File: src/rtl/ests_pkg.sv
package ests_pkg;

    typedef enum logic [2:0] {
        PH_IDLE    = 3'd0,
        PH_SETTLE  = 3'd1,
        PH_STARTER = 3'd2,
        PH_UP      = 3'd3,
        PH_DOWN    = 3'd4,
        PH_MANUAL  = 3'd5
    } phase_t;

    typedef enum logic [3:0] {
        S_IDLE,
        S_DECIDE,
        S_PMUL,
        S_PDIV,
        S_RDIV,
        S_RPOW,
        S_RLERP,
        S_DONE
    } seq_state_t;

    localparam logic [2:0] CFG_IDLE_ANGLE  = 3'd0;
    localparam logic [2:0] CFG_MAX_ANGLE   = 3'd1;
    localparam logic [2:0] CFG_STARTER_MS  = 3'd2;
    localparam logic [2:0] CFG_RAMP_UP_MS  = 3'd3;
    localparam logic [2:0] CFG_RAMP_DN_MS  = 3'd4;
    localparam logic [2:0] CFG_RAMP_EXP    = 3'd5;

    localparam logic [6:0]  PCT_KNEE = 7'd5;
    localparam logic [6:0]  PCT_FULL = 7'd100;
    localparam logic [15:0] PCT_DEN  = 16'd95;
    localparam logic [15:0] PCT_RND  = 16'd94;

endpackage

File: src/rtl/ests_mul.sv
module ests_mul import ests_pkg::*; #(
    parameter int AW = 16,
    parameter int BW = 16
) (
    input  logic             aclk,
    input  logic             aresetn,
    input  logic             start,
    input  logic [AW-1:0]    a,
    input  logic [BW-1:0]    b,
    output logic             done,
    output logic [AW+BW-1:0] prod
);

    localparam int CW = $clog2(BW);

    logic             busy_reg, busy_next;
    logic             done_reg, done_next;
    logic [CW-1:0]    cnt_reg, cnt_next;
    logic [AW-1:0]    a_reg, a_next;
    logic [AW+BW-1:0] p_reg, p_next;
    logic [AW:0]      sum;

    // shift-add: one multiplier bit per cycle, lsb first
    always_comb begin
        sum       = {1'b0, p_reg[AW+BW-1:BW]} + (p_reg[0] ? {1'b0, a_reg} : '0);
        busy_next = busy_reg;
        done_next = 1'b0;
        cnt_next  = cnt_reg;
        a_next    = a_reg;
        p_next    = p_reg;
        if (start) begin
            busy_next = 1'b1;
            cnt_next  = '0;
            a_next    = a;
            p_next    = {{AW{1'b0}}, b};
        end else if (busy_reg) begin
            p_next   = {sum, p_reg[BW-1:1]};
            cnt_next = cnt_reg + 1'b1;
            if (cnt_reg == CW'(BW - 1)) begin
                busy_next = 1'b0;
                done_next = 1'b1;
            end
        end
    end

    always_ff @(posedge aclk) begin
        if (!aresetn) begin
            busy_reg <= 1'b0;
            done_reg <= 1'b0;
            cnt_reg  <= '0;
        end else begin
            busy_reg <= busy_next;
            done_reg <= done_next;
            cnt_reg  <= cnt_next;
        end
        a_reg <= a_next;
        p_reg <= p_next;
    end

    assign done = done_reg;
    assign prod = p_reg;

endmodule

File: src/rtl/ests_div.sv
module ests_div import ests_pkg::*; #(
    parameter int QW = 16
) (
    input  logic            aclk,
    input  logic            aresetn,
    input  logic            start,
    input  logic [QW+15:0]  num,
    input  logic [15:0]     den,
    output logic            done,
    output logic [QW-1:0]   quot
);

    localparam int CW = $clog2(QW);

    logic            busy_reg, busy_next;
    logic            done_reg, done_next;
    logic [CW-1:0]   cnt_reg, cnt_next;
    logic [15:0]     d_reg, d_next;
    logic [15:0]     rem_reg, rem_next;
    logic [QW-1:0]   nq_reg, nq_next;
    logic [16:0]     trial;
    logic            fits;

    // restoring division, one quotient bit per cycle; upper num bits stay below den
    always_comb begin
        trial     = {rem_reg, nq_reg[QW-1]};
        fits      = trial >= {1'b0, d_reg};
        busy_next = busy_reg;
        done_next = 1'b0;
        cnt_next  = cnt_reg;
        d_next    = d_reg;
        rem_next  = rem_reg;
        nq_next   = nq_reg;
        if (start) begin
            busy_next = 1'b1;
            cnt_next  = '0;
            d_next    = den;
            rem_next  = num[QW+15:QW];
            nq_next   = num[QW-1:0];
        end else if (busy_reg) begin
            rem_next = fits ? 16'(trial - {1'b0, d_reg}) : trial[15:0];
            nq_next  = {nq_reg[QW-2:0], fits};
            cnt_next = cnt_reg + 1'b1;
            if (cnt_reg == CW'(QW - 1)) begin
                busy_next = 1'b0;
                done_next = 1'b1;
            end
        end
    end

    always_ff @(posedge aclk) begin
        if (!aresetn) begin
            busy_reg <= 1'b0;
            done_reg <= 1'b0;
            cnt_reg  <= '0;
        end else begin
            busy_reg <= busy_next;
            done_reg <= done_next;
            cnt_reg  <= cnt_next;
        end
        d_reg   <= d_next;
        rem_reg <= rem_next;
        nq_reg  <= nq_next;
    end

    assign done = done_reg;
    assign quot = nq_reg;

endmodule

File: src/rtl/engine_start_throttle_sequencer.sv
// Channel  | Dir | Handshake                | Payload
// s_*      | in  | s_tvalid / s_tready      | s_tdata: one ms tick (buttons, mode, percent)
// m_*      | out | m_tvalid / m_tready      | m_tdata: servo command, relay, phase, running
// cfg_*    | in  | cfg_valid / cfg_ready    | cfg_addr register index, cfg_data value
//
// One tick at a time. Ticks with no arithmetic go straight to the output; a percent map
// runs a multiply then a divide; a ramp point runs a divide then one or more multiplies,
// all on the shared bit-serial multiplier and divider of width MW = max(FRAC_BITS, 8).
// A new tick is taken while the previous result waits in the output register.
// aresetn is synchronous, active low; it restores the register defaults and idles.
// cfg_ready is always high.
module engine_start_throttle_sequencer import ests_pkg::*; #(
    parameter int SETTLE_MS = 300,
    parameter int FRAC_BITS = 16
) (
    input  logic        aclk,
    input  logic        aresetn,
    input  logic        s_tvalid,
    output logic        s_tready,
    // [0] start_pressed, [1] stop_pressed, [2] stop_cooldown, [3] manual_mode,
    // [10:4] target_percent
    input  logic [15:0] s_tdata,
    output logic        m_tvalid,
    input  logic        m_tready,
    // [0] servo_write, [8:1] servo_angle, [9] starter relay energized, [12:10] phase_code,
    // [13] in_progress
    output logic [15:0] m_tdata,
    input  logic        cfg_valid,
    output logic        cfg_ready,
    input  logic [2:0]  cfg_addr,
    input  logic [15:0] cfg_data
);

    localparam int F  = FRAC_BITS;
    localparam int MW = (FRAC_BITS > 8) ? FRAC_BITS : 8;
    localparam int PW = F + MW;
    localparam int NW = 16 + MW;

    seq_state_t  state_reg, state_next;
    phase_t      phase_reg, phase_next;
    logic [15:0] elapsed_reg, elapsed_next;
    logic        running_reg, running_next;
    logic        relay_reg, relay_next;
    logic [7:0]  from_reg, from_next;
    logic [7:0]  to_reg, to_next;

    logic [7:0]  idle_ang_reg, max_ang_reg;
    logic [15:0] starter_ms_reg, up_ms_reg, down_ms_reg;
    logic [2:0]  exp_reg;

    logic        in_start_reg, in_stop_reg, in_manual_reg;
    logic [6:0]  in_pct_reg;
    logic        in_start_next, in_stop_next, in_manual_next;
    logic [6:0]  in_pct_next;

    logic        wr_reg, wr_next;
    logic [7:0]  ang_reg, ang_next;
    logic        to_dest_reg, to_dest_next;
    logic [1:0]  cnt_reg, cnt_next;
    logic [F-1:0] q_reg, q_next;

    logic        mul_go_reg, mul_go_next;
    logic [F-1:0] mul_a_reg, mul_a_next;
    logic [MW-1:0] mul_b_reg, mul_b_next;
    logic        div_go_reg, div_go_next;
    logic [NW-1:0] div_n_reg, div_n_next;
    logic [15:0] div_d_reg, div_d_next;

    logic        mul_done, div_done;
    logic [PW-1:0] mul_prod;
    logic [MW-1:0] div_quot;

    logic        mtv_reg;
    logic [15:0] mtd_reg;
    logic        out_free;
    logic        load_out;

    logic        s_acc;
    logic        stop_w;
    logic [15:0] el_inc;
    logic [6:0]  p_sat;
    logic        need_pct;
    logic        pct_down;
    logic [7:0]  pct_diff;
    logic        ramp_down;
    logic [7:0]  ramp_diff;
    logic [1:0]  exp_m1;
    logic [7:0]  pct_val;
    logic [F-1:0] s_new;
    logic [PW:0] lerp_sum;
    logic [7:0]  lerp_delta;

    ests_mul #(.AW(F), .BW(MW)) u_mul (
        .aclk(aclk), .aresetn(aresetn), .start(mul_go_reg),
        .a(mul_a_reg), .b(mul_b_reg), .done(mul_done), .prod(mul_prod)
    );

    ests_div #(.QW(MW)) u_div (
        .aclk(aclk), .aresetn(aresetn), .start(div_go_reg),
        .num(div_n_reg), .den(div_d_reg), .done(div_done), .quot(div_quot)
    );

    assign s_tready  = (state_reg == S_IDLE);
    assign s_acc     = s_tvalid && s_tready;
    assign cfg_ready = 1'b1;
    assign out_free  = !mtv_reg || m_tready;
    assign load_out  = (state_reg == S_DONE) && out_free;

    assign stop_w    = in_stop_reg;
    assign el_inc    = (phase_reg != PH_IDLE && phase_reg != PH_MANUAL &&
                        elapsed_reg != 16'hFFFF) ? elapsed_reg + 16'd1 : elapsed_reg;
    assign p_sat     = (in_pct_reg > PCT_FULL) ? PCT_FULL : in_pct_reg;
    assign need_pct  = p_sat > PCT_KNEE;
    assign pct_down  = max_ang_reg < idle_ang_reg;
    assign pct_diff  = pct_down ? idle_ang_reg - max_ang_reg : max_ang_reg - idle_ang_reg;
    assign ramp_down = to_reg < from_reg;
    assign ramp_diff = ramp_down ? from_reg - to_reg : to_reg - from_reg;
    assign exp_m1    = (exp_reg == 3'd0) ? 2'd0 :
                       (exp_reg > 3'd4) ? 2'd3 : 2'(exp_reg - 3'd1);
    assign pct_val   = pct_down ? idle_ang_reg - div_quot[7:0] : idle_ang_reg + div_quot[7:0];
    assign s_new     = mul_prod[2*F-1:F];
    assign lerp_sum  = {1'b0, mul_prod} + (ramp_down ? (PW+1)'((1 << F) - 1) : '0);
    assign lerp_delta = lerp_sum[F+7:F];

    // next state
    always_comb begin
        state_next = state_reg;
        case (state_reg)
            S_IDLE: if (s_acc) state_next = S_DECIDE;
            S_DECIDE: begin
                state_next = S_DONE;
                if (!stop_w) begin
                    case (phase_reg)
                        PH_UP:
                            if (el_inc >= up_ms_reg) state_next = need_pct ? S_PMUL : S_DONE;
                            else state_next = S_RDIV;
                        PH_DOWN:
                            if (el_inc < down_ms_reg) state_next = S_RDIV;
                        PH_MANUAL:
                            if (need_pct) state_next = S_PMUL;
                        default: state_next = S_DONE;
                    endcase
                end
            end
            S_PMUL:  if (mul_done) state_next = S_PDIV;
            S_PDIV:  if (div_done) state_next = S_DONE;
            S_RDIV:  if (div_done) state_next = (cnt_reg == 2'd0) ? S_RLERP : S_RPOW;
            S_RPOW:  if (mul_done) state_next = (cnt_reg == 2'd1) ? S_RLERP : S_RPOW;
            S_RLERP: if (mul_done) state_next = S_DONE;
            S_DONE:  if (out_free) state_next = S_IDLE;
            default: state_next = S_IDLE;
        endcase
    end

    // datapath and sequence state
    always_comb begin
        phase_next     = phase_reg;
        elapsed_next   = elapsed_reg;
        running_next   = running_reg;
        relay_next     = relay_reg;
        from_next      = from_reg;
        to_next        = to_reg;
        in_start_next  = in_start_reg;
        in_stop_next   = in_stop_reg;
        in_manual_next = in_manual_reg;
        in_pct_next    = in_pct_reg;
        wr_next        = wr_reg;
        ang_next       = ang_reg;
        to_dest_next   = to_dest_reg;
        cnt_next       = cnt_reg;
        q_next         = q_reg;
        mul_go_next    = 1'b0;
        mul_a_next     = mul_a_reg;
        mul_b_next     = mul_b_reg;
        div_go_next    = 1'b0;
        div_n_next     = div_n_reg;
        div_d_next     = div_d_reg;

        case (state_reg)
            S_IDLE: begin
                if (s_acc) begin
                    in_start_next  = s_tdata[0];
                    in_stop_next   = s_tdata[1] | s_tdata[2];
                    in_manual_next = s_tdata[3];
                    in_pct_next    = s_tdata[10:4];
                end
            end
            S_DECIDE: begin
                wr_next      = 1'b0;
                ang_next     = 8'd0;
                elapsed_next = el_inc;
                to_dest_next = 1'b0;
                // hold the percent operands for the map; knee and below resolve at once
                mul_a_next   = F'(pct_diff);
                mul_b_next   = MW'(p_sat - PCT_KNEE);
                if (stop_w) begin
                    running_next = 1'b0;
                    phase_next   = PH_IDLE;
                    relay_next   = 1'b0;
                    wr_next      = 1'b1;
                end else begin
                    case (phase_reg)
                        PH_IDLE: begin
                            if (in_start_reg && !running_reg) begin
                                wr_next      = 1'b1;
                                ang_next     = idle_ang_reg;
                                elapsed_next = 16'd0;
                                running_next = 1'b1;
                                if (in_manual_reg) begin
                                    relay_next = 1'b1;
                                    phase_next = PH_STARTER;
                                end else begin
                                    phase_next = PH_SETTLE;
                                end
                            end
                        end
                        PH_SETTLE: begin
                            if (el_inc >= 16'(SETTLE_MS)) begin
                                relay_next   = 1'b1;
                                elapsed_next = 16'd0;
                                phase_next   = PH_STARTER;
                            end
                        end
                        PH_STARTER: begin
                            if (el_inc >= starter_ms_reg) begin
                                relay_next   = 1'b0;
                                elapsed_next = 16'd0;
                                if (in_manual_reg) begin
                                    phase_next = PH_MANUAL;
                                end else begin
                                    from_next  = idle_ang_reg;
                                    to_next    = max_ang_reg;
                                    phase_next = PH_UP;
                                end
                            end
                        end
                        PH_UP: begin
                            wr_next = 1'b1;
                            if (el_inc >= up_ms_reg) begin
                                ang_next     = max_ang_reg;
                                from_next    = max_ang_reg;
                                elapsed_next = 16'd0;
                                phase_next   = PH_DOWN;
                                to_dest_next = 1'b1;
                                mul_go_next  = need_pct;
                                to_next      = (p_sat == PCT_KNEE) ? idle_ang_reg : 8'd0;
                            end else begin
                                div_go_next = 1'b1;
                                div_n_next  = NW'(el_inc) << F;
                                div_d_next  = up_ms_reg;
                                cnt_next    = exp_m1;
                            end
                        end
                        PH_DOWN: begin
                            wr_next = 1'b1;
                            if (el_inc >= down_ms_reg) begin
                                ang_next     = to_reg;
                                phase_next   = PH_MANUAL;
                                running_next = 1'b0;
                            end else begin
                                div_go_next = 1'b1;
                                div_n_next  = NW'(el_inc) << F;
                                div_d_next  = down_ms_reg;
                                cnt_next    = 2'd0;
                            end
                        end
                        PH_MANUAL: begin
                            wr_next     = 1'b1;
                            mul_go_next = need_pct;
                            ang_next    = (p_sat == PCT_KNEE) ? idle_ang_reg : 8'd0;
                        end
                        default: phase_next = PH_IDLE;
                    endcase
                end
            end
            S_PMUL: begin
                if (mul_done) begin
                    // round up toward the exact value on a falling map
                    div_go_next = 1'b1;
                    div_n_next  = NW'(mul_prod) + (pct_down ? NW'(PCT_RND) : '0);
                    div_d_next  = PCT_DEN;
                end
            end
            S_PDIV: begin
                if (div_done) begin
                    if (to_dest_reg) to_next = pct_val;
                    else ang_next = pct_val;
                end
            end
            S_RDIV: begin
                if (div_done) begin
                    q_next      = div_quot[F-1:0];
                    mul_go_next = 1'b1;
                    mul_a_next  = div_quot[F-1:0];
                    mul_b_next  = (cnt_reg == 2'd0) ? MW'(ramp_diff) : MW'(div_quot[F-1:0]);
                end
            end
            S_RPOW: begin
                if (mul_done) begin
                    cnt_next    = cnt_reg - 2'd1;
                    mul_go_next = 1'b1;
                    mul_a_next  = s_new;
                    mul_b_next  = (cnt_reg == 2'd1) ? MW'(ramp_diff) : MW'(q_reg);
                end
            end
            S_RLERP: begin
                if (mul_done) begin
                    ang_next = ramp_down ? from_reg - lerp_delta : from_reg + lerp_delta;
                end
            end
            default: ;
        endcase
    end

    always_ff @(posedge aclk) begin
        if (!aresetn) begin
            state_reg      <= S_IDLE;
            phase_reg      <= PH_IDLE;
            elapsed_reg    <= 16'd0;
            running_reg    <= 1'b0;
            relay_reg      <= 1'b0;
            from_reg       <= 8'd0;
            to_reg         <= 8'd0;
            mul_go_reg     <= 1'b0;
            div_go_reg     <= 1'b0;
            mtv_reg        <= 1'b0;
            idle_ang_reg   <= 8'd0;
            max_ang_reg    <= 8'd180;
            starter_ms_reg <= 16'd1000;
            up_ms_reg      <= 16'd1000;
            down_ms_reg    <= 16'd1000;
            exp_reg        <= 3'd3;
        end else begin
            state_reg   <= state_next;
            phase_reg   <= phase_next;
            elapsed_reg <= elapsed_next;
            running_reg <= running_next;
            relay_reg   <= relay_next;
            from_reg    <= from_next;
            to_reg      <= to_next;
            mul_go_reg  <= mul_go_next;
            div_go_reg  <= div_go_next;
            if (load_out) mtv_reg <= 1'b1;
            else if (m_tready) mtv_reg <= 1'b0;
            if (cfg_valid && cfg_ready) begin
                case (cfg_addr)
                    CFG_IDLE_ANGLE: idle_ang_reg   <= cfg_data[7:0];
                    CFG_MAX_ANGLE:  max_ang_reg    <= cfg_data[7:0];
                    CFG_STARTER_MS: starter_ms_reg <= cfg_data;
                    CFG_RAMP_UP_MS: up_ms_reg      <= cfg_data;
                    CFG_RAMP_DN_MS: down_ms_reg    <= cfg_data;
                    CFG_RAMP_EXP:   exp_reg        <= cfg_data[2:0];
                    default: ;
                endcase
            end
        end
        in_start_reg  <= in_start_next;
        in_stop_reg   <= in_stop_next;
        in_manual_reg <= in_manual_next;
        in_pct_reg    <= in_pct_next;
        wr_reg        <= wr_next;
        ang_reg       <= ang_next;
        to_dest_reg   <= to_dest_next;
        cnt_reg       <= cnt_next;
        q_reg         <= q_next;
        mul_a_reg     <= mul_a_next;
        mul_b_reg     <= mul_b_next;
        div_n_reg     <= div_n_next;
        div_d_reg     <= div_d_next;
        if (load_out) begin
            mtd_reg <= {2'b00, running_reg, phase_reg, relay_reg, ang_reg, wr_reg};
        end
    end

    assign m_tvalid = mtv_reg;
    assign m_tdata  = mtd_reg;

    a_relay_starter: assert property (@(posedge aclk) disable iff (!aresetn)
        relay_reg |-> phase_reg == PH_STARTER)
        else $error("relay on outside starter phase");

    a_running_phase: assert property (@(posedge aclk) disable iff (!aresetn)
        !running_reg |-> (phase_reg == PH_IDLE || phase_reg == PH_MANUAL))
        else $error("sequence phase active while not running");

    a_quiet_angle: assert property (@(posedge aclk) disable iff (!aresetn)
        (m_tvalid && !m_tdata[0]) |-> m_tdata[8:1] == 8'd0)
        else $error("angle nonzero without servo write");

    a_one_unit: assert property (@(posedge aclk) disable iff (!aresetn)
        !(mul_go_reg && div_go_reg))
        else $error("multiplier and divider launched together");

endmodule
File: config.mk
export PLATFORM = sky130hd
export DESIGN_NAME = engine_start_throttle_sequencer
export DESIGN_NICKNAME = d
export VERILOG_FILES = /design/src/rtl/ests_pkg.sv /design/src/rtl/ests_mul.sv /design/src/rtl/ests_div.sv /design/src/rtl/engine_start_throttle_sequencer.sv
export SDC_FILE = /design/constraint.sdc
export NUM_CORES = 1
export LEC_CHECK = 0
export BUFFER_PORTS_ARGS = -buffer_cell sky130_fd_sc_hd__clkbuf_2
export CAP_MARGIN = 30
export CORE_ASPECT_RATIO = 1.2
export CORE_MARGIN = 2
export CORE_UTILIZATION = 23
export CTS_BUF_LIST = sky130_fd_sc_hd__clkbuf_4
export CTS_CLUSTER_DIAMETER = 100
export DETAILED_ROUTE_END_ITERATION = 8
export SETUP_SLACK_MARGIN = 0.05
export SYNTH_ARGS = -nofsm -noshare
export SYNTH_HDL_FRONTEND = slang
export SYNTH_HIERARCHICAL = 1
export SYNTH_SLANG_ARGS = --single-unit
File: constraint.sdc
create_clock -name aclk -period 7 [get_ports aclk]
set_input_delay 1.4 -clock aclk [delete_from_list [all_inputs] [get_ports aclk]]
set_output_delay 1.4 -clock aclk [all_outputs]
set_load 0.01 [all_outputs]
# [Word level (Yosys, flattened, before mapping)]
# Index checks and enable logic that the tools add are counted.
[classes] bitwise_logic=6 n_addsub=18 multipliers=0 n_shift=0 magnitude_cmp=11 n_mux=130 div=0 n_reduce_logical=49 n_eq_ne=50
[op_table] cell="$mux W16" n=25
[op_table] cell="$mux W8" n=21
[op_table] cell="$mux W32" n=4
[op_table] cell="$pmux W32 S2" n=2
[op_table] cell="$pmux W16 S3" n=2
[op_table] cell="$pmux W16 S2" n=2
[op_table] cell="$pmux W16 S4" n=1
[op_table] cell="$ge A16 B16 Y1" n=3
[op_table] cell="$pmux W8 S2" n=3
[op_table] cell="$sub A8 B8 Y8" n=6
[op_table] cell="$ne A3 B3 Y1 const B" n=12
[op_table] cell="$add A32 B7 Y32" n=1
[op_table] cell="$mux W4" n=8
[op_table] cell="$pmux W4 S8" n=1
[op_table] cell="$pmux W8 S4" n=1
[op_table] cell="$mux W1" n=27
[op_table] cell="$mux W3" n=9
[op_table] cell="$add A24 B16 Y24" n=1
[op_table] cell="$pmux W8 S3" n=1
[op_table] cell="$reduce_and A6 Y1" n=4
[op_table] cell="$mux W2" n=10
[op_table] cell="$pmux W3 S6" n=1
[op_table] cell="$add A16 B16 Y17" n=1
[op_table] cell="$ge A17 B16 Y1" n=1
[op_table] cell="49 further kinds" n=117
[totals] mem_count=0 wordCells=306 register_bits=351 in_bits=40 output_inout_bits=19 romBits=0 ramBits=0 latchBits=0

# [Longest topological paths before layout]
# Gate-level depths: netlist (run 1).
[logic_depth] word_depth=9 depth_mapped=32 depth_no_buf=30

# [By module]
# Netlist (run 1), hierarchy kept.
[by_module_without_submodules] mod="engine_start_throttle_sequencer" cells_each=1712 area_each_um2=15164.5 instances=1 seq_area_each_um2=6165.9
[by_module_without_submodules] mod="ests_div" cells_each=286 area_each_um2=3161.8 instances=1 seq_area_each_um2=1561.5
[by_module_without_submodules] mod="ests_mul" cells_each=247 area_each_um2=2773.9 instances=1 seq_area_each_um2=1401.3

# [Least setup slack after synthesis (run 1)]
# Ideal clock, no wire load.
[synth_path] path_kind="register -> register" start="register from_reg[1]" end="register ang_reg[7] (data pin)" setup_ps=279 required_time_ps=6721 stages_incl_launch_ff=29 t_arrival_ps=5745 n_path_buf=2 synth_period_minus_slack_ps=6025 setup_slack_ps=975 cell_sequence="dfxtp_1 > inv_1 > fa_1 > nand3_1 > a21oi_1 > or2_2 > buf_2 > inv_1 > clkbuf_1 > ha_1 > o211ai_1 > nor3_1 > o21ai_0 > o211ai_1 > a21boi_0 > nor2b_1 > xnor2_1 > ha_1 > nor2_1 > xnor2_1 > xnor2_1 > ha_1 > a21oi_1 > o21ai_0 > o41ai_1 > xnor2_1 > xnor2_1 > xnor2_1 > o221ai_1"
[synth_between] elab_chain_len=7 elab_cells_between_ends=8 cone_classes="add/sub: 3; order compare: 1; mux: 4"
[synth_lines] element="start, declared" line_no="engine_start_throttle_sequencer.sv:44" text="logic [7:0] from_reg, from_next;"
[synth_lines] element="start signal, assigned" line_no="engine_start_throttle_sequencer.sv:339" text="from_reg <= from_next;"
[synth_lines] element="$lt A8 B8 Y1" line_no="engine_start_throttle_sequencer.sv:116" text="assign ramp_down = to_reg < from_reg;"
[synth_lines] element="$mux W16" line_no="engine_start_throttle_sequencer.sv:122" text="assign lerp_sum = {1'b0, mul_prod} + (ramp_down ? (PW+1)'((1 << F) - 1) : '0);"
[synth_lines] element="$add A24 B16 Y24" line_no="engine_start_throttle_sequencer.sv:122"
[synth_lines] element="$add A8 B8 Y8 / $sub A8 B8 Y8 (equally long branches)" line_no="engine_start_throttle_sequencer.sv:308" text="ang_next = ramp_down ? from_reg - lerp_delta : from_reg + lerp_delta;"
[synth_lines] element="$mux W8 (*)" line_no="engine_start_throttle_sequencer.sv:308"
[synth_lines] element="$mux W8 (*)" line_no="engine_start_throttle_sequencer.sv:307" text="if (mul_done) begin"
[synth_lines] element="$pmux W8 S3 (*)" line_no="engine_start_throttle_sequencer.sv:179" text="case (state_reg)"
[synth_lines] element="net ang_next[7]" line_no="engine_start_throttle_sequencer.sv:57" text="logic [7:0] ang_reg, ang_next;"
[synth_lines] element="end signal, assigned" line_no="engine_start_throttle_sequencer.sv:362" text="ang_reg <= ang_next;"
[synth_lines] element="end, declared" line_no="engine_start_throttle_sequencer.sv:57"
# The timed path passes the listed nets; every way through them passes the cells marked *. The select of a mux whose other input is x is not followed.
# A chain may end at the register's enable or synchronous reset.

# [Worst setup path after layout (run 1)]
[layout_path] start="register from_reg[5]" end="register ang_reg[7] (data pin)"
# The elaborated chain is that of the path after synthesis.

==> impl.org, run 1 <==
** Status
- The run finished with clean final reports.

** Worst setup path
- Data arrival time of the critical path :: 6.82 ns
- Beginning of the worst register-to-register path :: from_reg[5]
- The most critical setup path has its startpoint at from_reg[5].
- Crit path launch type :: flop
- Top fanout value on the critical path :: 15
- In this run the critical register-to-register path is captured at ang_reg[7].
- Endpoint required time on the critical path :: 7.54 ns
- Register-to-register setup slack :: 0.72 ns
- By startpoint and endpoint, the worst setup path is classified as reg -> reg.
- Among the stages of the critical path, the cell type that occurs most often is sky130_fd_sc_hd__xnor2_1.
- Highest cell delay on the worst timing path :: 0.41 ns
- Endpoint class of the critical path :: flop
- The slowest stage of the critical path belongs to the cell sky130_fd_sc_hd__ha_1.
- R2r worst-path depth :: 25

** Synthesis
- By area, the combinational part of the netlist is dominated by simple AND/OR/NAND/NOR gates.
- Summing every instance area after synthesis gives 21100 um2.
- Post-synthesis share of cell area spent on and, or, nand and nor gates :: 16.9%
- After Yosys synthesis, XOR and XNOR cells account for 4.57% of the synthesized area.
- Dividing the synthesized area by the synthesized cell count gives 9.40 um2.
- Post-synth top flop :: sky130_fd_sc_hd__edfxtp_1
- Adder and majority cell fraction of the synthesized area :: 9.99%
- After synthesis, the cell types taking the most area are sky130_fd_sc_hd__edfxtp_1 30%, sky130_fd_sc_hd__dfxtp_1 13%, sky130_fd_sc_hd__ha_1 9.1%.
- The synthesized design contains 212 enable-type register cells.
- In the synthesized netlist, mux cells make up 3.96% of the area.
- Fraction of synthesized cell area taken by the top area cell type :: 30.2%
- In this run, distinct cell masters in the synthesized netlist total 91.
- Seq/Total Area, Yosys :: 43.3%
- Compound-Gate Fraction of Synth Area :: 16.6%
- Yosys warning count :: 6
- For this run, asynchronously set or reset flops after synthesis account for 0%.
- Post-Syn Instances :: 2245
- Leading area contributor after synthesis :: sky130_fd_sc_hd__edfxtp_1
- Register bit count reported by yosys :: 350

** Place
- Buffers placed on the I/O ports in this run total 50.
- Prior to clock tree synthesis, the placed netlist has a worst setup slack of 0.656 ns.
- HPWL after DPL :: 43.0 mm
- The congestion estimate from routability-driven global placement came to 0.877.

** Hold path
- Along the worst hold path, the cell count comes to 0.
- Terminating pin of the worst hold path :: u_div/d_reg[3]
- Hold_sp :: div_d_reg[3]
- The min-delay analysis places its worst path in the category reg -> reg.

** Power
- P per Cell Area :: 269 nW/um2
- Registers are responsible for 42.9% of the overall power.
- Max IR drop VDD :: 0.115 mV
- For this design the static power due to leakage is 9.02 nW.
- In this run, the combinational gates consume 27.2% of the power.
- The internal portion of the total power is 4.18 mW.
- Sw power :: 2.25 mW
- Clock share of power :: 29.8%
- Switching share of power :: 35.0%

** Floorplan
- 59 I/O pins were placed.
- Initial Util :: 23.2%
- Overall die area :: 94200 um2
- Die extent in x :: 280 um
- Floorplan core area :: 90800 um2
- The die is 336 um tall.
- Site row count :: 121

** Clock tree
- TritonCTS clock tree :: built
- Skew-Pair Late Insertion Delay :: 0.87 ns
- Hold repair after CTS inserted 0 buffers.
- The clock passes through at most 3 buffers.
- The clock tree synthesis step divided the H-tree into 3 levels.
- Clock tree root driver cell :: sky130_fd_sc_hd__clkbuf_4
- TritonCTS created 91 clock buffers.
- After clock tree synthesis, the setup repair step added 0 buffers.
- Counting every sink on the clock net gives 350.
- After clock tree synthesis, the clock-pin slew on the worst setup and hold paths is 0.07 ns.

** Timing
- Tcrit/Tclk final :: 89.8%
- For the pin with the worst max-slew slack, the measured transition is 1.09 ns.
- Post-layout min period :: 6.28 ns
- Slew HR :: 26.9%
- Final Skew :: 0.108 ns
- After routing, the total negative slack on setup checks comes to 0 ns.
- Final-report setup violation count :: 0
- The number of pins with negative max-slew slack in the final report is 0.
- Setup repair after global routing left no endpoint under its margin.
- The count of final hold-check violations was 0.
- Top achievable clock speed :: 159 MHz
- Setup slack closes at 0.717 ns.

** Global route
- The first global-routing pass estimated 93.8 mm of wire.
- Global routing finished with a remaining overflow of 0.
- Number of antenna violations at the first check in global routing :: 5
- The via count of the first global-routing pass is 16800.
- Tot GR Track Use :: 12.7%
- Largest net degree at the start of global routing :: 59

** Routing
- Post-detailed-route count of antenna-violating nets :: 0
- Total number of vias :: 17000
- The first detailed-routing pass ran for 6 iterations.
- DR DRC count :: 0
- Post-detailed-routing wire length :: 60.0 mm
- First-iteration detailed-routing DRC count :: 1321
- After detailed routing, the average wire length per cell comes to 16.9 um.
- Number of vias per cell after detailed routing :: 4.78

** Layout
- The post-route netlist has 12.7% of its cells at a drive strength greater than 1.
- Post-layout net count :: 2513
- Relative to the synthesized area, the layout overhead comes to 13.4%.
- The layout has 9711 filler cells.

** Run
- # Max-Cap Violations :: 0
## cell type report
cell class                 count  area (um2)  area share, %
inverter                     143         541           2.26
clock inverter                34         250           1.05
sequential                   350        9130           38.2
multi-input combinational   1644       11000           46.1
antenna                        2        5.00         0.0209
timing repair buffer          80         517           2.16
tap                         1168        1460           6.11
clock buffer                 132         991           4.14
## cells by family after synthesis
| kind of cell | Yosys count |
|---|---|
| simple gates | 756 |
| compound gates | 533 |
| flops | 350 |
| buf+inv | 252 |
| fa+ha+maj | 163 |
| xor+xnor | 110 |
| mux | 79 |
| other cells | 2 |
## metal layers
metal	vias to the layer above	wire (um)	global-route usage [%]	share of wire, %
li1	8304	-	-	-
met2	492	29300	22.0	49
met5	-	0	0	0
met1	8056	25100	14.9	42
met3	124	3130	2.22	5.2
met4	0	2520	6.45	4.2
## worst max-delay path: cells and delay by family, from the launching register on
family          cells  cell delay [ns]
compound gates     10             2.25
fa+ha+maj           4             1.36
xor+xnor            6             1.06
simple gates        3             0.56
flops               1             0.39
buf+inv             2             0.34
## timing repair
item | in CTS | in global routing
endpoints found under the hold margin | 0 | 0
setup endpoints to repair | 0 | 1
gates resized for setup | 0 | 1
## synth_stat cells, types with 7 or more instances
| library cell | number |
|---|---|
| sky130_fd_sc_hd__a211oi_1 | 11 |
| sky130_fd_sc_hd__a21o_1 | 36 |
| sky130_fd_sc_hd__a21oi_1 | 170 |
| sky130_fd_sc_hd__a221oi_1 | 16 |
| sky130_fd_sc_hd__a22oi_1 | 16 |
| sky130_fd_sc_hd__a311oi_1 | 8 |
| sky130_fd_sc_hd__a31oi_1 | 20 |
| sky130_fd_sc_hd__and2_1 | 38 |
| sky130_fd_sc_hd__and3_1 | 19 |
| sky130_fd_sc_hd__buf_1 | 7 |
| sky130_fd_sc_hd__buf_2 | 9 |
| sky130_fd_sc_hd__clkbuf_1 | 88 |
| sky130_fd_sc_hd__dfxtp_1 | 138 |
| sky130_fd_sc_hd__edfxtp_1 | 212 |
| sky130_fd_sc_hd__fa_1 | 9 |
| sky130_fd_sc_hd__ha_1 | 154 |
| sky130_fd_sc_hd__inv_1 | 142 |
| sky130_fd_sc_hd__mux2_2 | 36 |
| sky130_fd_sc_hd__mux2i_1 | 43 |
| sky130_fd_sc_hd__nand2_1 | 292 |
| sky130_fd_sc_hd__nand2b_1 | 17 |
| sky130_fd_sc_hd__nand3_1 | 72 |
| sky130_fd_sc_hd__nand3b_1 | 7 |
| sky130_fd_sc_hd__nand4_1 | 33 |
| sky130_fd_sc_hd__nor2_1 | 155 |
| sky130_fd_sc_hd__nor2b_1 | 30 |
| sky130_fd_sc_hd__nor3_1 | 37 |
| sky130_fd_sc_hd__nor4_1 | 10 |
| sky130_fd_sc_hd__o211ai_1 | 46 |
| sky130_fd_sc_hd__o21a_1 | 12 |
| sky130_fd_sc_hd__o21ai_0 | 79 |
| sky130_fd_sc_hd__o21ai_1 | 13 |
| sky130_fd_sc_hd__o221ai_1 | 7 |
| sky130_fd_sc_hd__o22ai_1 | 8 |
| sky130_fd_sc_hd__o31ai_1 | 8 |
| sky130_fd_sc_hd__or3_1 | 9 |
| sky130_fd_sc_hd__xnor2_1 | 52 |
| sky130_fd_sc_hd__xor2_1 | 58 |
## cells in the final DEF (no fill, tap or decap), drive strengths merged, types with 8 or more instances in the layout
cell	Yosys	final
o21ai	93	93
clkinv	1	29
o211ai	47	47
dfxtp	138	138
a221oi	16	16
o311ai	8	8
o31ai	8	8
a21o	36	36
nor4	10	10
or3	9	9
xnor2	52	52
nand2b	17	17
edfxtp	212	212
a22oi	16	16
ha	154	154
nor3	38	38
a31oi	20	20
xor2	58	58
clkbuf	88	183
a211oi	13	13
a311oi	8	8
nand3	72	72
mux2i	43	43
buf	21	29
nor2b	30	30
fa	9	9
mux2	36	36
and3	19	19
o22ai	9	9
nor2	155	155
a21oi	172	172
inv	142	143
o21a	12	12
and2	39	39
nand4	35	35
nand2	293	293
## power groups by stage
stage	Sequential [mW]	Combinational (mW)	Clock (mW)
detailed placement	2.80	1.74	0
finish	2.76	1.75	1.92
floorplan	2.71	1.27	0
global placement	2.80	1.71	0
CTS	2.76	1.75	1.98
global route	2.79	1.93	2.07
## how the worst max path moves through the flow
stage | to | slack [ns] | cells past startpoint
2_1_floorplan | ang_reg[7] | 0.98 | 28
3_3_place_gp | ang_reg[7] | 0.70 | 25
3_5_place_dp | ang_reg[7] | 0.66 | 25
4_1_cts | ang_reg[7] | 0.58 | 25
5_1_grt | ang_reg[7] | 0.23 | 26
6_report | ang_reg[7] | 0.72 | 25
## stage by stage
stage | hold slack [ns] | power, mW | instances | util, % | area (um2)
final | 0.370 | 6.43 | 3553 | 26.3 | 23900
after global routing | 0.369 | 6.80 | 3553 | 26.3 | 23900
after CTS | 0.359 | 6.50 | 3550 | 26.3 | 23900
after detailed placement | 0.405 | 4.55 | 3384 | 24.9 | 22700
after global placement | 0.401 | 4.51 | 3382 | 24.9 | 22600
after floorplan | 0.400 | 3.97 | 2246 | - | 21100
(Power assumes the default switching activity.)
==> run 2, diff against run 1 <==
--- a/config.mk
+++ b/config.mk
@@ -5,14 +5,15 @@
 export SDC_FILE = /design/constraint.sdc
 export NUM_CORES = 1
 export LEC_CHECK = 0
+export ABC_CLOCK_PERIOD_IN_PS = 7000
 export BUFFER_PORTS_ARGS = -buffer_cell sky130_fd_sc_hd__clkbuf_2
 export CAP_MARGIN = 30
 export CORE_ASPECT_RATIO = 1.2
 export CORE_MARGIN = 2
 export CORE_UTILIZATION = 23
 export CTS_BUF_LIST = sky130_fd_sc_hd__clkbuf_4
-export CTS_CLUSTER_DIAMETER = 100
 export DETAILED_ROUTE_END_ITERATION = 8
+export REMOVE_ABC_BUFFERS = 1
 export SETUP_SLACK_MARGIN = 0.05
 export SYNTH_ARGS = -nofsm -noshare
 export SYNTH_HDL_FRONTEND = slang
==> run 2 against run 1 <==
Utilization is 0.11 points lower. Final cell count is 0.20% lower. Count of clock-buffer cells in the layout is 4 lower. First-iteration DRC count is 3.0% higher. Register-to-register slack worse by 0.10 ns. Global-route usage is 0.25 points lower. Total power is 2.0% lower. Design area is 0.41% lower.
==> impl.org, run 2 (synthesis results as in run 1) <==
** Clock tree
- The clock insertion delay at the later pin of the skew report was 0.83 ns (-0.04 ns).
- Number of clock sinks :: 350 (unchanged)
- Deepest level of the CTS H-tree :: 3 (unchanged)
- Clock-pin slew of the registers on the worst-case setup and hold paths :: 0.07 ns (about the same)
- The setup fix buffers added after clock tree synthesis came to 0 (unchanged).
- TritonCTS built the clock tree.
- The clock buffer count from CTS came to 88 (-3.3%).
- In this run the clock root is driven by a sky130_fd_sc_hd__clkbuf_4.
- The maximum clock insertion buffer count came to 3 (unchanged).

** Place
- Post-Place Setup Slack :: 0.694 ns (+0.0385 ns)
- The weighted congestion reported at the end of routability-driven placement is 0.862 (-1.7%).
- Placed Cells incl. Taps :: 3382 (-0.059%)
- Instance area at placement :: 22600 um2 (about the same)
- The number of input and output port buffers inserted is 50 (unchanged).
- The placed wire-length estimate came to 42.5 mm (-1.1%).

** Worst setup path
- Register-to-register setup slack :: 0.62 ns (-0.10 ns)
- R2r worst-path depth :: 25 (unchanged)
- Endpoint class of the critical path :: flop
- Type of the worst setup path :: reg -> reg
- Crit path launch type :: flop
- Data arrival time of the critical path :: 6.90 ns (+0.08 ns)
- Endpoint required time on the critical path :: 7.52 ns (-0.02 ns)
- Following the worst setup path forward leads to its endpoint at ang_reg[7].
- Beginning of the worst register-to-register path :: from_reg[5]
- Worst r2r dst :: ang_reg[7]
- Crit path launch :: from_reg[5]
- Top fanout value on the critical path :: 16 (+1)

** Hold path
- The tightest min-delay check is of the reg -> reg type.

** Timing
- The minimum clock period came to 6.38 ns (+0.101 ns).
- The setup-violating endpoint count in the final report came to 0 (unchanged).
- Final slew viol count :: 0 (unchanged)
- Setup repair after global routing left no endpoint under its margin.
- The highest achievable clock rate was 157 MHz (-1.6%).
- Final Hold Violating Endpoints :: 0 (unchanged)
- Slew HR :: 31.7% (+4.9 points)
- The worst hold slack came to 0.417 ns (+0.0464 ns).
- Setup TNS :: 0 ns (unchanged)
- Tightest Pin Transition :: 1.02 ns (-0.0691 ns)
- Final Skew :: 0.0917 ns (-0.0165 ns)
- Post-route setup slack :: 0.616 ns (-0.101 ns)
- The final worst-path cycle share is 91.2% (+1.4 points).

** Routing
- Total number of vias :: 17100 (+0.82%)
- Post-detailed-routing wire length :: 59.1 mm (-1.5%)
- Number of vias per cell after detailed routing :: 4.83 (+1.0%)
- The wire length per cell after detailed routing was 16.7 um (-1.3%).
- The first-pass iteration count of the detailed router was 5 (-1).
- The residual antenna-violating net count after detailed routing came to 0 (unchanged).
- The starting DRC count in detailed routing came to 1361 (+3.0%).
- The total DRC errors in the routed layout was 0 (unchanged).

** Power
- Leakage power total :: 8.96 nW (-0.65%)
- The total power came to 6.31 mW (-2.0%).
- P per Cell Area :: 265 nW/um2 (-1.6%)
- The maximum VDD drop came to 0.111 mV (-2.9%).

** Floorplan
- The core footprint is 90800 um2 (unchanged).
- The number of top-level design ports is 59 (unchanged).
- The chip height was 336 um (unchanged).
- The initial cell density of the core came to 23.2% (unchanged).
- The die outline area is 94200 um2 (unchanged).
- The width of the die came to 280 um (unchanged).
- The cell row count is 121 (unchanged).

** Layout
- Cell Count, Final, Fillers Out :: 3546 (-0.20%)
- The number of nets in the final layout came to 2510 (-0.12%).
- The area of all placed cells without fillers was 23800 um2 (-0.41%).
- # fillers :: 9754 (+0.44%)
- Layout area overhead :: 13.0%
- The library cell used most frequently in the layout, excluding fill and tap cells, is sky130_fd_sc_hd__nand2_1.
- The library cells used most frequently in the layout, excluding fill and tap cells, are 292 x sky130_fd_sc_hd__nand2_1, 212 x sky130_fd_sc_hd__edfxtp_1, 169 x sky130_fd_sc_hd__a21oi_1.
- The layout cell share with drive strength beyond 1 came to 12.2% (-0.50 points).
- Share of the core filled with cells in the final layout :: 26.2% (-0.11 points)

** Global route
- The global-route congestion overflow total was 0 (unchanged).
- The via count of the first global-routing pass came to 16600 (-1.1%).
- The largest net degree at the start of global routing is 63 (+6.8%).
- Tot GR Track Use :: 12.4% (-0.25 points)
- The first-pass GRT wire length is 92.2 mm (-1.8%).
- The number of antenna violations at the first check in global routing was 8 (+3).

** Run
- # Max-Cap Violations :: 0 (unchanged)

** Status
- The flow ran to the end, and the final reports show no timing, DRC or antenna violations.
[run 2: where the power goes]
group	internal [mW]	switching (mW)	leakage [nW]
registers	2.57	0.188	3.07
logic	0.627	1.13	5.21
clock network	0.915	0.877	0.672
total	4.12	2.19	8.96
[run 2: layer usage]
metal / routed length, um / vias to the layer above / global-route usage [%]
met2: 28400 / 488 / 21.3
met3: 3320 / 124 / 1.95
met5: 0 / - / 0
li1: - / 8311 / -
met1: 25200 / 8193 / 15.1
met4: 2220 / 0 / 5.87
[run 2: layout make-up]
| class | instances | area, um2 | share of cell area, % |
|---|---|---|---|
| Multi-Input combinational cell | 1644 | 11000 | 46.3 |
| Sequential cell | 350 | 9130 | 38.3 |
| Tap cell | 1168 | 1460 | 6.13 |
| Clock buffer | 128 | 961 | 4.03 |
| Inverter | 143 | 541 | 2.27 |
| Timing Repair Buffer | 80 | 520 | 2.18 |
| Clock inverter | 30 | 176 | 0.740 |
| Antenna cell | 3 | 7.51 | 0.0315 |
[run 2: worst min-delay path by stage]
| stage | startpoint | end | slack (ns) | cells after the start |
|---|---|---|---|---|
| floorplan | wr_reg | m_tdata[0] | 0.40 | 0 |
| global placement | mul_a_reg[2] | u_mul/a_reg[2] | 0.40 | 0 |
| detailed placement | div_d_reg[1] | u_div/d_reg[1] | 0.40 | 0 |
| CTS | mul_a_reg[10] | u_mul/a_reg[10] | 0.42 | 0 |
| global route | mul_a_reg[5] | u_mul/a_reg[5] | 0.42 | 0 |
| finish | mul_a_reg[10] | u_mul/a_reg[10] | 0.42 | 0 |
[run 2: worst max-delay path, stage by stage (launching register included)]
cell,delay [ns]
sky130_fd_sc_hd__dfxtp_1,0.40
sky130_fd_sc_hd__inv_1,0.06
sky130_fd_sc_hd__ha_1,0.39
sky130_fd_sc_hd__a21oi_1,0.09
sky130_fd_sc_hd__o21ai_0,0.27
sky130_fd_sc_hd__or2_2,0.22
sky130_fd_sc_hd__clkinvlp_4,0.30
sky130_fd_sc_hd__ha_1,0.42
sky130_fd_sc_hd__a21oi_1,0.15
sky130_fd_sc_hd__o21ai_0,0.12
sky130_fd_sc_hd__a211oi_1,0.33
sky130_fd_sc_hd__a21boi_0,0.53
sky130_fd_sc_hd__nor2b_1,0.13
sky130_fd_sc_hd__xnor2_1,0.23
sky130_fd_sc_hd__ha_1,0.22
sky130_fd_sc_hd__nor2_1,0.08
sky130_fd_sc_hd__a221oi_1,0.32
sky130_fd_sc_hd__xor2_1,0.32
sky130_fd_sc_hd__ha_1,0.34
sky130_fd_sc_hd__nand2_1,0.08
sky130_fd_sc_hd__o21ai_0,0.11
sky130_fd_sc_hd__o41ai_1,0.33
sky130_fd_sc_hd__xnor2_1,0.18
sky130_fd_sc_hd__xnor2_1,0.16
sky130_fd_sc_hd__xnor2_1,0.18
sky130_fd_sc_hd__o221ai_1,0.13
[run 2: what timing repair did]
action                                  4_1_cts  5_1_grt
endpoints found under the setup margin        0        1
hold buffers                                  0        0
resized for setup                             0        1
==> run 3, diff against run 2 <==
--- a/config.mk
+++ b/config.mk
@@ -5,10 +5,9 @@
 export SDC_FILE = /design/constraint.sdc
 export NUM_CORES = 1
 export LEC_CHECK = 0
-export ABC_CLOCK_PERIOD_IN_PS = 7000
+export ABC_CLOCK_PERIOD_IN_PS = 7800
 export BUFFER_PORTS_ARGS = -buffer_cell sky130_fd_sc_hd__clkbuf_2
 export CAP_MARGIN = 30
-export CORE_ASPECT_RATIO = 1.2
 export CORE_MARGIN = 2
 export CORE_UTILIZATION = 23
 export CTS_BUF_LIST = sky130_fd_sc_hd__clkbuf_4
==> constraint.sdc (replaced) <==
create_clock -name aclk -period 7.8 [get_ports aclk]
set_input_delay 1.56 -clock aclk [delete_from_list [all_inputs] [get_ports aclk]]
set_output_delay 1.56 -clock aclk [all_outputs]
set_load 0.01 [all_outputs]
==> run 3 against run 2 <==
Fmax fell by 7.4%. Sequential cell count did not move. Total power fell by 9.8%. Utilization fell by 0.068 points. Critical path depth rose by 3. Count of clock-buffer cells in the layout rose by 3. Clock power fell by 8%. Setup slack improved by 0.29 ns. Critical endpoint unchanged. Via count fell by 0.48%. Register-to-register slack improved by 0.29 ns.
==> impl.org, run 3 (synthesis results as in run 1) <==
** Status
- The run finished with clean final reports.

** Hold path
- In this run the worst hold path is classified as reg -> reg.
- The worst hold path cell count came to 0 (unchanged).
- Hold_sp :: mul_a_reg[7]
- Terminating pin of the worst hold path :: u_mul/a_reg[7]

** Routing
- The total DRC errors in the routed layout was 0 (unchanged).
- The residual antenna-violating net count after detailed routing was 0 (unchanged).
- The final routed wirelength across all metal layers is 58.8 mm (-0.53%).
- The wire length per cell after detailed routing came to 16.5 um (-1.2%).
- First-iteration detailed-routing DRC count :: 1178 (-13%)
- The via density per instance is 4.77 (-1.2%).
- Detailed-routing iteration count for the pre-antenna-repair pass :: 6 (+1)
- The detailed-route via count is 17000 (-0.48%).

** Floorplan
- The number of top-level design ports came to 59 (unchanged).
- The chip height is 307 um (-8.6%).
- Initial Util :: 23.1% (-0.10 points)
- Floorplan core area :: 91200 um2 (+0.45%)
- Die extent in x :: 307 um (+9.4%)
- The cell row count is 111 (-8.3%).
- Overall die area :: 94200 um2 (about the same)

** Power
- The internal power summed over all cells came to 3.71 mW (-9.9%).
- Clock share of power :: 29.0% (+0.6 points)
- Portion of total power attributed to combinational logic :: 27.4% (-0.4 points)
- Sequential share of power :: 43.6% (-0.2 points)
- The total power divided by cell area came to 238 nW/um2 (-10%).
- Post-layout power :: 5.69 mW (-9.8%)
- Max IR drop VDD :: 0.161 mV (+45%)
- The leakage power of the design was 8.99 nW (+0.32%).
- Sw power :: 1.98 mW (-9.7%)
- Switching share of power :: 34.8% (+0.043 points)

** Timing
- The setup TNS came to 0 ns (unchanged).
- Tcrit/Tclk final :: 88.4% (-2.8 points)
- The setup-violating endpoint count in the final report is 0 (unchanged).
- Final Skew :: 0.0962 ns (+0.00455 ns)
- The number of pins with negative max-slew slack in the final report came to 0 (unchanged).
- The count of final hold-check violations came to 0 (unchanged).
- The highest achievable clock rate is 145 MHz (-7.4%).
- Hold WS :: 0.362 ns (-0.0543 ns)
- Slew HR :: 31.8% (+0.050 points)
- Setup repair after global routing left no endpoint under its margin.
- Tightest Pin Transition :: 1.02 ns (-0.000746 ns)
- Post-layout min period :: 6.89 ns (+0.508 ns)

** Clock tree
- The setup fix buffers added after clock tree synthesis is 0 (unchanged).
- TritonCTS clock tree :: built
- The tree is rooted in a sky130_fd_sc_hd__clkbuf_4.
- The CTS clock-pin slew for the worst setup and hold paths was 0.08 ns (about the same).
- Deepest level of the CTS H-tree :: 3 (unchanged)
- The maximum clock insertion buffer count is 3 (unchanged).
- The clock buffer count from CTS was 90 (+2.3%).
- Skew-Pair Late Insertion Delay :: 0.87 ns (+0.04 ns)
- The clock sink count was 350 (unchanged).
- Number of gates resized after CTS :: 0 (unchanged)
- The number of hold-repair buffers added at the cts stage came to 0 (unchanged).

** Worst setup path
- Highest cell delay on the worst timing path :: 0.56 ns (+0.03 ns)
- Register-to-register setup slack :: 0.91 ns (+0.29 ns)
- Top fanout value on the critical path :: 21 (+5)
- R2r worst-path depth :: 28 (+12%)
- Endpoint class of the critical path :: flop
- The most numerous cell type found on the critical path is sky130_fd_sc_hd__xnor2_1.
- The startpoint identified for the worst register-to-register timing path is to_reg[0].
- Critical Path Slowest Stage Cell :: sky130_fd_sc_hd__inv_1
- The critical path is of the reg -> reg type.
- In this run the critical register-to-register path is captured at ang_reg[7].
- Crit path launch type :: flop
- Endpoint required time on the critical path :: 8.34 ns (+0.82 ns)
- The endpoint arrival time on the critical path is 7.44 ns (+0.54 ns).

** Global route
- Number of global-route vias before repair :: 16600 (-0.21%)
- The global-route usage over all layers is 12.3% (-0.061 points).
- First-pass GRT wire length :: 92.1 mm (about the same)
- Number of antenna violations at the first check in global routing :: 7 (-1)
- Total gr overflow :: 0 (unchanged)
- Largest net degree at the start of global routing :: 78 (+24%)

** Layout
- Layout area overhead :: 13.2%
- Leaving out fill and tap cells, the most frequent cells in the layout are 292 x sky130_fd_sc_hd__nand2_1, 212 x sky130_fd_sc_hd__edfxtp_1, 169 x sky130_fd_sc_hd__a21oi_1.
- Leaving out fill and tap cells, the most frequent cell in the layout is sky130_fd_sc_hd__nand2_1.
- Post-layout net count :: 2511 (+0.040%)
- The end-of-flow core utilization was 26.2% (-0.068 points).
- The layout cell share with drive strength beyond 1 is 12.3% (+0.18 points).
- Cell Count, Final, Fillers Out :: 3571 (+0.71%)

** Place
- Placed Cells incl. Taps :: 3401 (+0.56%)
- Routability congestion estimate from global placement :: 0.887 (+3.0%)
- HPWL after DPL :: 42.0 mm (-1.1%)
- The number of input and output port buffers inserted is 50 (unchanged).

** Run
- # Max-Cap Violations :: 0 (unchanged)
-- run 3: through the flow --
step,instance area [um2],worst slack (ns)
finish,23900,0.908
floorplan,20700,1.49
global placement,22600,1.14
CTS,23900,0.917
detailed placement,22700,0.980
global route,23900,0.323
-- run 3: cell type report --
cell class | count | area [um2]
Tap cell | 1186 | 1480
Timing Repair Buffer | 79 | 488
Antenna cell | 4 | 10.0
Multi-Input combinational cell | 1644 | 11000
Sequential cell | 350 | 9130
Fill cell | 9732 | 67400
Inverter | 143 | 537
Clock inverter | 34 | 210
Clock buffer | 131 | 983
-- run 3: critical path: cells and delay by family, from the launching register on --
family | cells | cell delay, ns
DFF | 1 | 0.37
and+or+nand+nor | 5 | 0.94
xor gates and xnor gates | 6 | 1.15
adders and majority gates | 5 | 1.48
AOI/OAI and AO/OA | 9 | 1.94
buffers and inverters | 3 | 0.69
-- run 3: worst max-delay path by stage --
| stage | start | to | slack, ns | cells after the start |
|---|---|---|---|---|
| final | to_reg[0] | ang_reg[7] | 0.91 | 28 |
| after global routing | from_reg[1] | ang_reg[7] | 0.32 | 26 |
| after CTS | from_reg[1] | ang_reg[7] | 0.92 | 26 |
| after detailed placement | from_reg[1] | ang_reg[7] | 0.98 | 26 |
| after global placement | from_reg[1] | ang_reg[7] | 1.14 | 26 |
| after floorplan | phase_reg[2] | div_d_reg[0] | 1.49 | 16 |
-- run 3: per-layer routing --
layer / routed length (um) / track usage [%] / vias up
met1: 26900 / 16.5 / 8135
met3: 3600 / 1.98 / 89
met4: 1620 / 4.86 / 0
li1: - / - / 8323
met5: 0 / 0 / -
met2: 26700 / 20.0 / 486
-- run 3: power by group through the flow --
stage / logic [mW] / clock network, mW / registers [mW]
after floorplan: 1.04 / 0 / 2.48
after global placement: 1.52 / 0 / 2.52
after detailed placement: 1.55 / 0 / 2.52
after CTS: 1.56 / 1.71 / 2.48
after global routing: 1.73 / 1.80 / 2.50
final: 1.56 / 1.65 / 2.48
